## src/rtl/core/can_record_deframer_assert.svh

```systemverilog
// can_record_deframer_assert.svh: assertion macros for the record deframer
// no dependencies; included by the files that carry concurrent assertions
`ifndef CAN_RECORD_DEFRAMER_ASSERT_SVH
`define CAN_RECORD_DEFRAMER_ASSERT_SVH

// condition holds in the same cycle as the trigger
`define CRD_ASSERT_SAME(label, clk, rst, trig, cond, msg) \
   label: assert property (@(posedge clk) disable iff (rst) (trig) |-> (cond)) \
      else $error(msg);

// condition holds in the cycle after the trigger
`define CRD_ASSERT_NEXT(label, clk, rst, trig, cond, msg) \
   label: assert property (@(posedge clk) disable iff (rst) (trig) |=> (cond)) \
      else $error(msg);

`endif

```

## src/rtl/core/crd_pkg.sv

```systemverilog
// crd_pkg: types and constants shared by the can record deframer
// no dependencies; imported by crd_frame_ctrl and can_record_deframer
`default_nettype none

package crd_pkg;

   // result status codes
   typedef enum logic [2:0] {
      ST_IGNORED    = 3'd0,
      ST_STARTED    = 3'd1,
      ST_STORED     = 3'd2,
      ST_COMMITTED  = 3'd3,
      ST_ABORTED    = 3'd4,
      ST_READ_OK    = 3'd5,
      ST_READ_EMPTY = 3'd6
   } status_type;

   // request kinds
   localparam logic REQ_FRAME = 1'b0;
   localparam logic REQ_READ  = 1'b1;

   // frame lengths of interest
   localparam logic [3:0] LEN_FULL = 4'd8;
   localparam logic [3:0] LEN_TAIL = 4'd4;

   // framing patterns, byte 0 in the low bits
   localparam logic [47:0] START_PATTERN = 48'h1002_AA55_AA55;
   localparam logic [31:0] HEAD_MARK     = 32'hAA55_AA55;
   localparam logic [31:0] TAIL_MARK     = 32'hCC66_CC66;

   // register index of the descramble key (paddr bit 2)
   localparam logic CSR_KEY_INDEX = 1'b0;

   // result of one word, handed from the controller to the output register
   typedef struct packed {
      status_type status;
      logic       record_valid;
   } result_type;

endpackage

`default_nettype wire

```

## src/rtl/core/crd_frame_ctrl.sv

```systemverilog
// crd_frame_ctrl: packet state, write pointer tracking and ring addressing
// depends on crd_pkg; drives the ring memory ports and the result word
`default_nettype none

module crd_frame_ctrl
   import crd_pkg::*;
#(
   parameter int RECORD_BYTES = 48,
   parameter int RECORD_COUNT = 16,
   parameter int AW           = 7
) (
   input  wire logic          clock,
   input  wire logic          reset,
   input  wire logic          step,
   input  wire logic          item_type,
   input  wire logic [3:0]    item_length,
   input  wire logic [63:0]   item_data,
   input  wire logic [2:0]    item_word,
   input  wire logic [7:0]    key,
   output logic               wr_en,
   output logic [AW-1:0]      wr_addr,
   output logic [63:0]        wr_data,
   output logic               rd_en,
   output logic [AW-1:0]      rd_addr,
   output result_type         result
);

   localparam int REC_WORDS = (RECORD_BYTES + 7) / 8;
   localparam int END_WORDS = (RECORD_COUNT * RECORD_BYTES + 7) / 8;
   localparam int OW        = $clog2(RECORD_BYTES);
   localparam int SW        = AW + 6;

   logic          in_packet_ff,    in_packet_in;
   logic [AW-1:0] write_word_ff,   write_word_in;
   logic [OW-1:0] write_off_ff,    write_off_in;
   logic [AW-1:0] packet_start_ff, packet_start_in;
   logic [OW-1:0] packet_off_ff,   packet_off_in;
   logic [AW-1:0] latest_start_ff, latest_start_in;
   logic          latest_valid_ff, latest_valid_in;

   logic [AW:0]   word_inc;
   logic [OW:0]   off_inc;
   logic [SW-1:0] read_idx;
   logic [SW-1:0] read_sum;
   logic          is_start;
   logic          is_marker;
   logic          is_tail;
   status_type    status;

   // frame pattern decode
   assign is_start  = (item_length == LEN_FULL) && (item_data[47:0] == START_PATTERN);
   assign is_marker = (item_data[31:0] == HEAD_MARK) || (item_data[63:32] == TAIL_MARK);
   assign is_tail   = (item_data[31:0] == TAIL_MARK) && (write_off_ff == '0);

   // next write word and its byte offset within a record
   assign word_inc = {1'b0, write_word_ff} + (AW+1)'(1);
   assign off_inc  = {1'b0, write_off_ff} + (OW+1)'(8);

   // read address in the latest record, index saturated, wrapped at ring end
   assign read_idx = (SW'(item_word) > SW'(REC_WORDS - 1)) ? SW'(REC_WORDS - 1)
                                                           : SW'(item_word);
   assign read_sum = SW'(latest_start_ff) + read_idx;
   assign rd_addr  = (read_sum >= SW'(END_WORDS)) ? AW'(read_sum - SW'(END_WORDS))
                                                  : AW'(read_sum);

   // descrambled store data
   assign wr_addr = write_word_ff;
   assign wr_data = item_data ^ {8{key}};

   // packet state update
   always_comb begin
      in_packet_in    = in_packet_ff;
      write_word_in   = write_word_ff;
      write_off_in    = write_off_ff;
      packet_start_in = packet_start_ff;
      packet_off_in   = packet_off_ff;
      latest_start_in = latest_start_ff;
      latest_valid_in = latest_valid_ff;
      status          = ST_IGNORED;
      wr_en           = 1'b0;
      rd_en           = 1'b0;
      if (step) begin
         if (item_type == REQ_READ) begin
            if (latest_valid_ff) begin
               status = ST_READ_OK;
               rd_en  = 1'b1;
            end else begin
               status = ST_READ_EMPTY;
            end
         end else if (!in_packet_ff) begin
            if (is_start) begin
               in_packet_in    = 1'b1;
               packet_start_in = write_word_ff;
               packet_off_in   = write_off_ff;
               status          = ST_STARTED;
            end
         end else if ((item_length == LEN_FULL) && !is_marker) begin
            // plain data frame: store and advance, wrapping at the ring end
            wr_en  = 1'b1;
            status = ST_STORED;
            if (word_inc >= (AW+1)'(END_WORDS)) begin
               write_word_in = '0;
               write_off_in  = '0;
            end else begin
               write_word_in = word_inc[AW-1:0];
               write_off_in  = (off_inc >= (OW+1)'(RECORD_BYTES))
                             ? OW'(off_inc - (OW+1)'(RECORD_BYTES))
                             : off_inc[OW-1:0];
            end
         end else if ((item_length == LEN_TAIL) && is_tail) begin
            latest_start_in = packet_start_ff;
            latest_valid_in = 1'b1;
            in_packet_in    = 1'b0;
            status          = ST_COMMITTED;
         end else begin
            // marker, bad tail or bad length: rewind
            write_word_in = packet_start_ff;
            write_off_in  = packet_off_ff;
            in_packet_in  = 1'b0;
            status        = ST_ABORTED;
         end
      end
   end

   // state registers
   always_ff @(posedge clock) begin
      if (reset) begin
         in_packet_ff    <= 1'b0;
         write_word_ff   <= '0;
         write_off_ff    <= '0;
         packet_start_ff <= '0;
         packet_off_ff   <= '0;
         latest_start_ff <= '0;
         latest_valid_ff <= 1'b0;
      end else begin
         in_packet_ff    <= in_packet_in;
         write_word_ff   <= write_word_in;
         write_off_ff    <= write_off_in;
         packet_start_ff <= packet_start_in;
         packet_off_ff   <= packet_off_in;
         latest_start_ff <= latest_start_in;
         latest_valid_ff <= latest_valid_in;
      end
   end

   assign result.status       = status;
   assign result.record_valid = latest_valid_in;

endmodule

`default_nettype wire

```

## config.mk

```make
export PLATFORM = sky130hd
export DESIGN_NAME = crd_frame_ctrl
export DESIGN_NICKNAME = d
export VERILOG_FILES = /design/src/rtl/core/can_record_deframer_assert.svh /design/src/rtl/core/crd_pkg.sv /design/src/rtl/core/crd_frame_ctrl.sv
export SDC_FILE = /design/constraint.sdc
export NUM_CORES = 1
export LEC_CHECK = 0
export BUFFER_PORTS_ARGS = -buffer_cell sky130_fd_sc_hd__buf_2
export CAP_MARGIN = 20
export CORE_MARGIN = 2
export CORE_UTILIZATION = 40
export DETAILED_ROUTE_END_ITERATION = 6
export PLACE_DENSITY_LB_ADDON = 0.1
export SLEW_MARGIN = 15
export SYNTH_ARGS = -nofsm -noshare
export SYNTH_HDL_FRONTEND = slang
export SYNTH_SLANG_ARGS = --single-unit
```

## constraint.sdc

```tcl
create_clock -name clock -period 2.1 [get_ports clock]
set_clock_uncertainty 0.1 [all_clocks]
set_input_delay 0.21 -clock clock [delete_from_list [all_inputs] [get_ports clock]]
set_output_delay 0.21 -clock clock [all_outputs]
set_load 0.05 [all_outputs]
```

======== Word-level counts from Yosys, hierarchy flattened ========
Index checks and enable logic that the tools add are counted.
cells by class
  multiplexer cells ....................... 30
  bitwise gates (word level) .............. 4
  shift-type cells ........................ 0
  $lt $le $gt $ge ......................... 4
  $add $sub $neg .......................... 5
  reductions and logical operators ........ 11
  div/mod/pow operators ................... 0
  equal/unequal tests ..................... 7
  multipliers ............................. 0
operators with widths
  cell                    number
  $eq A32 B32 Y1 const B  3
  $xor A64 B64 Y64        1
  $eq A48 B45 Y1 const B  1
  $mux W7                 4
  $mux W6                 4
  $mux W3                 6
  $ge A8 B7 Y1 const B    2
  $mux W1                 15
  $add A7 B1 Y8 const B   1
  $add A7 B3 Y8           1
  $reduce_and A4 Y1       2
  $add A6 B4 Y7 const B   1
  $ge A7 B6 Y1 const B    1
  $sub A7 B7 Y7 const B   1
  $logic_not A6 Y1        1
  $sub A6 B6 Y6 const B   1
  $reduce_and A5 Y1       1
  $eq A4 B3 Y1 const B    1
  $eq A4 B4 Y1 const B    1
  $logic_and A1 B1 Y1     4
  $gt A3 B3 Y1 const B    1
  $not A1 Y1              3
  $mux W2                 1
  $ne A2 B2 Y1 const B    1
  3 further kinds         3
storage, ports and cells
  latch bits .............................. 0
  ROM bits ................................ 0
  register bits ........................... 35
  output and inout port bits .............. 84
  input bits .............................. 83
  RAM bits ................................ 0
  memories ................................ 0

======== Longest topological paths before layout ========
Gate-level depths: netlist (run 1).
  depth after elaboration ................. 8
  gate-level depth with buffers ........... 10
  gate-level depth less buffers ........... 10

======== Worst setup path after synthesis (run 1) ========
No wires, ideal clock.
  kind .................................... input port to output port
  start ................................... input port item_data[39]
  end ..................................... output port result[3] in the netlist's numbering
  path buffers ............................ 0
  setup slack ............................. -0.499 ns
  data arrival time ....................... 2.289 ns
  stages on the path ...................... 6
  required time ........................... 1.790 ns
  path through ............................ or4_4 or4_4 o22ai_2 nor2_2 o31ai_1 and2_1
RTL lines
  item             RTL line              text
  start, declared  crd_frame_ctrl.sv:17  input wire logic [63:0] item_data,
  end, declared    crd_frame_ctrl.sv:25  output result_type result

==> summary.txt, run 1 <==
Syn Inst Count -> 337
Async SR Flop Fraction -> 0%
Clock share of power -> 22.5%
Worst slew margin -> 64.1%
Min Hold Slack -> 248 ps
Seq/Total Area, Yosys -> 24.2%
Combinational Power Share -> 46.8%
Critical Path AT -> 2200 ps
Final WL -> 10.8 mm
Post-synthesis mux area share -> 8.00%
PnR worst setup slack -> -409 ps
ANT cells -> 0
Iter 0 DRT Violations -> 216
Crit. End Element -> output pin
Simple-gate share of the synthesized area -> 23.3%
Initial core utilization -> 40.5%
Avg Inst Size Synth -> 8.58 um2
Rows -> 31
Peak supply drop -> 0.000305 V
Clk pin slew, worst setup/hold paths -> 70 ps
Cell Area, Synth -> 2890 um2
Detailed-route DRC error count -> 0
Clk buf depth -> 2
Final instance area -> 4910 um2
Worst setup SP type -> input pin
Worst path cell trace -> buf_6 > or4_4 > or4_4 > o22ai_4 > nor2_4 > o31ai_2 > and2_4 > buf_8
Placed cell areas -> 4420 um2
DP Worst Slack -> -589 ps
Required time worst endpoint -> 1790 ps
I/O pin count -> 167
Gr usage total -> 26.0%
CTS root buf -> clkbuf_8
Sinks on Clock Net -> 35
Max_cap viols -> 0
Global route overflow -> 0
First-pass detailed-route iteration total -> 4
Failing checks -> negative setup slack
Area Overhead vs Synth -> 69.7%
Post-CTS Hold Buffers -> 0
DP HPWL -> 8.61 mm
Status -> finished with violations
Main combinational cell family by area after synthesis -> simple AND/OR/NAND/NOR gates
Die span in y -> 89.0 um
Syn_nets -> 427
Tmin final -> 2510 ps
Sw Share -> 45.0%
Largest net degree at the start of global routing -> 29
Seq pwr share -> 30.7%
DIE AREA -> 7930 um2
Post-synth EDFFs -> 0
Final hold vios -> 0
Finished Layout Cells -> 674
Worst skew pair latency -> 290 ps
Primary FF master, synth -> dfxtp_1
Worst Path Max Fanout -> 3
Initial antenna violation count -> 0
Synth Warn # -> 0
Layout Nets -> 664
Avg Vias per Cell -> 5.11
Fmax achieved -> 399 MHz
RSZ-0062 raised after global routing -> yes
Vias in the first global route -> 3217
PwrDens -> 438 nW/um2
CTS tree -> yes
CP Class -> input pin to output pin
Final GP Congestion -> 0.983
Final setup fails -> 22
TritonCTS buffer count -> 5
Core Region -> 7140 um2
LEAKAGE -> 2.39 nW
Compound-Gate Fraction of Synth Area -> 14.4%
Least-Margin Pin Slew -> 538 ps
Final Cycle Share -> 119%
Worst path most repeated cell -> or4_4
FF+latch count, synth -> 35
Internal Power -> 1.18 mW
XOR/XNOR share of the synthesized area -> 21.8%
PortBufs -> 166
Antenna Violating Nets Remaining -> 0
Proportion of layout cells with a drive suffix above 1 -> 55.7%
Switching pwr -> 969 uW
Library cells used by synthesis -> 60
H-tree depth -> 2
Vias -> 3445
Placed insts -> 655
Crit-path slowest cell -> or4_4
First-pass GRT wire length -> 16.0 mm
Die X-Extent -> 89.0 um
WL/cell -> 16.0 um
Hold WC Path Type -> input pin to flop
Max Slew Vio Count -> 0
Adder-Cell Fraction of Synth Area -> 3.29%
Worst path max stage delay -> 580 ps
-- cells in the mapped netlist (4+ instances only) --
cell      instances  area share [%]
a211oi_2          4             1.7
a21oi_1          11             1.9
and3_1            4            0.86
clkbuf_1         18             2.3
dfxtp_1          35              24
ha_1              6             2.6
inv_1            11             1.4
mux2i_1          22             7.6
nand2_1           9             1.2
nand2b_1          6             1.3
nand3_1           6             1.0
nand4_1           7             1.5
nor2_1           35             4.5
nor2b_1           5             1.1
nor3_1            4            0.69
nor4_1            4            0.86
nor4b_1           7             2.1
nor4bb_1          5             1.7
o21ai_0           7             1.2
xnor2_1           5             1.5
xor2_1           67              20
-- cells by family (layout without fill, tap and decap cells) --
kind of cell,after synthesis,count (layout)
DFF,35,35
xor gates and xnor gates,72,72
buffers and inverters,34,272
muxes,23,23
AOI/OAI and AO/OA,54,54
and+or+nand+nor,112,112
adders and majority gates,7,7
-- metal layers --
layer	routed length, um	track usage [%]	up-vias
met5	0	0	-
met4	255	7.46	0
met3	728	4.16	21
met2	5390	46.2	128
met1	4430	32.4	1616
li1	-	-	1680
-- layout by cell type (no fill, tap or decap), drive strengths merged, types with 7 or more instances in the layout --
cell type	count
buf	253
xor2	67
nor2	36
dfxtp	35
mux2i	22
inv	11
a21oi	11
nand2	10
nor4b	8
o21ai	8
nand4	7
-- path summary, 6_finish.rpt --
| kind | slack (ps) | startpoint | depth (start not counted) | end |
|---|---|---|---|---|
| max | -410 | item_data[39] | 8 | result[3] |
| min | 250 | step | 3 | in_packet_ff$_SDFFE_PP0P_ |
| max reg2reg | -70 | write_off_ff[3]$_SDFFE_PP0P_ | 9 | write_off_ff[4]$_SDFFE_PP0P_ |
| min reg2reg | 390 | packet_off_ff[0]$_SDFFE_PP0P_ | 2 | write_off_ff[0]$_SDFFE_PP0P_ |
-- state kept, by name, summed over array words and instances (netlist names) --
signal	flops
in_packet_ff	1
latest_start_ff	7
latest_valid_ff	1
packet_off_ff	6
packet_start_ff	7
wr_addr	7
write_off_ff	6
-- stage by stage --
stage / power, mW / util [%] / setup TNS, ps
final: 2.15 / 68.8 / -4680
after CTS: 2.16 / 67.9 / -4180
after global placement: 1.65 / 62.0 / -11220
after global routing: 2.24 / 68.8 / -6070
after floorplan: 1.32 / - / -1290
after detailed placement: 1.65 / 62.0 / -11640
-- worst max-delay path, delay by kind of cell --
family / cells / cell delay [ps]
compound gates: 2 / 410
buf+inv: 2 / 230
simple gates: 4 / 1360
-- power groups by stage --
stage                     Combinational (mW)  Clock, mW  Sequential [mW]
after floorplan                        0.642          0            0.679
after global placement                 0.971          0            0.679
after detailed placement               0.976          0            0.679
after CTS                               1.00      0.494            0.662
after global routing                    1.05      0.525            0.660
final                                   1.01      0.483            0.660
-- layout make-up --
cell class | count | area (um2)
Sequential cell | 35 | 714
Tap cell | 99 | 124
Inverter | 11 | 41.3
Timing Repair Buffer | 253 | 1650
Clock buffer | 6 | 72.6
Fill cell | 636 | 2230
Multi-Input combinational cell | 268 | 2300
Clock inverter | 2 | 12.5
-- timing repair --
action,4_1_cts,5_1_grt
gates cloned,1,0
pin swaps,25,13
buffers inserted,10,2
resized for setup,62,13
setup endpoints to repair,24,33
(Power assumes the default switching activity.)
==> inputs of run 2 (changes only) <==
Settings changed: CTS_BUF_LIST set to sky130_fd_sc_hd__clkbuf_4 sky130_fd_sc_hd__clkbuf_8 sky130_fd_sc_hd__clkbuf_16.
==> run 2 against run 1 <==
The run still ends with negative setup slack left. Global-route usage unchanged. Hold slack unchanged. Critical path depth unchanged. Setup slack unchanged. First-iteration DRC count unchanged. Clock power up 3%. Cell count unchanged. Sequential power about the same. Sequential share of layout area about the same. Maximum frequency unchanged. Sequential cell count unchanged. Combinational power about the same. Largest cell class unchanged. Highest routed layer unchanged.
==> summary.txt, run 2 (synthesized netlist as in run 1, its figures left out) <==
Placed insts -> 655 (unchanged)
Reg2reg setup slack -> -70 ps (about the same)
Initial core utilization -> 40.5% (unchanged)
DP Worst Slack -> -589 ps (unchanged)
Critical Path AT -> 2200 ps (about the same)
LEAKAGE -> 2.39 nW (+0.14%)
Worst reg2reg path endpoint -> write_off_ff[4]$_SDFFE_PP0P_
H-tree depth -> 2 (unchanged)
Hold EP -> in_packet_ff$_SDFFE_PP0P_
Proportion of layout cells with a drive suffix above 1 -> 55.8% (+0.17 points)
Most frequent cells in the layout -> buf_2, buf_4, xor2_1, nor2_1, dfxtp_1
Die X-Extent -> 89.0 um (unchanged)
PwrDens -> 441 nW/um2 (+0.52%)
Max Slew Vio Count -> 0 (unchanged)
Core Region -> 7140 um2 (unchanged)
Final instance area -> 4910 um2 (about the same)
Final setup fails -> 22 (unchanged)
Clk buf depth -> 2 (unchanged)
Worst reg2reg path depth -> 9 (unchanged)
DIE AREA -> 7930 um2 (unchanged)
Worst r2r src -> write_off_ff[3]$_SDFFE_PP0P_
Area Overhead vs Synth -> 69.8% (about the same)
Hold Crit Depth -> 3 (unchanged)
Layout Utilization -> 68.8% (about the same)
Clk pin slew, worst setup/hold paths -> 70 ps (about the same)
HP Start -> step
Placed cell areas -> 4420 um2 (unchanged)
Crit. End Element -> output pin
Failing checks -> negative setup slack
Worst Path Max Fanout -> 3 (unchanged)
CTS root buf -> clkbuf_8
Least-Margin Pin Slew -> 539 ps (+0.797 ps)
Status -> finished with violations
Met3 GRT Util -> 4.16% (unchanged)
Iter 0 DRT Violations -> 216 (unchanged)
Overall power -> 2.16 mW (+0.59%)
Sinks on Clock Net -> 35 (unchanged)
Met2 usage -> 46.2% (unchanged)
Tmin final -> 2510 ps (unchanged)
I/O pin count -> 167 (unchanged)
Vias in the first global route -> 3217 (unchanged)
ANT cells -> 0 (unchanged)
RSZ-0062 raised after global routing -> yes
Worst setup SP type -> input pin
Detailed-route DRC error count -> 0 (unchanged)
First-pass GRT wire length -> 16.0 mm (unchanged)
CTS tree -> yes
Gr usage total -> 26.0% (unchanged)
First-pass detailed-route iteration total -> 4 (unchanged)
Finished Layout Cells -> 674 (unchanged)
WL/cell -> 16.0 um (unchanged)
PnR worst setup slack -> -409 ps (unchanged)
Rows -> 31 (unchanged)
DP HPWL -> 8.61 mm (unchanged)
CP Class -> input pin to output pin
Global routing usage on met1 -> 32.4% (unchanged)
# fillers -> 634 (-0.31%)
Max_cap viols -> 0 (unchanged)
Commonest non-fill, non-tap cell in the layout -> buf_2
Die span in y -> 89.0 um (unchanged)
Hold WC Path Type -> input pin to flop
Fmax achieved -> 399 MHz (unchanged)
Final Cycle Share -> 119% (unchanged)
PortBufs -> 166 (unchanged)
Global route overflow -> 0 (unchanged)
Vias -> 3443 (-0.058%)
Largest net degree at the start of global routing -> 29 (unchanged)
Post-CTS Hold Buffers -> 0 (unchanged)
TritonCTS buffer count -> 5 (unchanged)
Antenna Violating Nets Remaining -> 0 (unchanged)
Final WL -> 10.8 mm (unchanged)
Peak supply drop -> 0.000305 V (unchanged)
Initial antenna violation count -> 0 (unchanged)
Worst slew margin -> 64.1% (about the same)
Final GP Congestion -> 0.983 (unchanged)
Layout Nets -> 664 (unchanged)
Final hold vios -> 0 (unchanged)
Worst skew pair latency -> 290 ps (about the same)
Most Used Layer, Global Route -> met2
Avg Vias per Cell -> 5.11 (about the same)
Required time worst endpoint -> 1790 ps (about the same)
[run 2: per-stage QoR]
step           hold slack, ps  TNS, ps
3_5_place_dp              373   -11640
5_1_grt                   275    -6070
6_report                  248    -4680
4_1_cts                   235    -4180
3_3_place_gp              358   -11220
2_1_floorplan             330    -1290
[run 2: report_power, final]
group | total (mW) | switching, mW | internal, mW | leakage (nW)
clock | 0.496 | 0.252 | 0.245 | 0.0446
sequential | 0.660 | 0.000000000000000633 | 0.660 | 0.286
combinational | 1.01 | 0.717 | 0.291 | 2.06
total | 2.16 | 0.969 | 1.20 | 2.39
[run 2: layer usage]
metal / wire length, um / share of wire [%] / vias up
li1: - / - / 1680
met1: 4440 / 41 / 1616
met2: 5390 / 50 / 126
met3: 723 / 6.7 / 21
met4: 255 / 2.4 / 0
met5: 0 / 0 / -
[run 2: worst max path at each step]
stage                  start   endpoint  slack, ps  cells past startpoint
2_1_floorplan  item_data[39]  result[3]       -290                      6
3_3_place_gp   item_data[39]  result[3]       -560                      8
3_5_place_dp   item_data[32]  result[3]       -590                      8
4_1_cts        item_data[39]  result[3]       -420                      8
5_1_grt        item_data[39]  result[3]       -480                      8
6_report       item_data[39]  result[3]       -410                      8
[run 2: area by class of cell]
cell class,count,area [um2],area share [%]
inverters,11,41.3,0.841
well taps,99,124,2.52
multi-input cells,268,2300,46.7
clock buffers,6,76.3,1.55
flip-flops and latches,35,714,14.5
clock inverters,2,12.5,0.255
repair buffers,253,1650,33.5
[run 2: worst max-delay path, stage by stage]
cell and delay [ps]:
buf_6 90, or4_4 530, or4_4 580, o22ai_4 200, nor2_4 60, o31ai_2 210, and2_4 190, buf_8 140
[run 2: what timing repair did]
item | in CTS | in global routing
cloned | 1 | 0
setup endpoints to repair | 24 | 33
pin swaps | 25 | 13
endpoints found under the hold margin | 0 | 0
gates resized for setup | 62 | 13
buffers inserted | 10 | 2
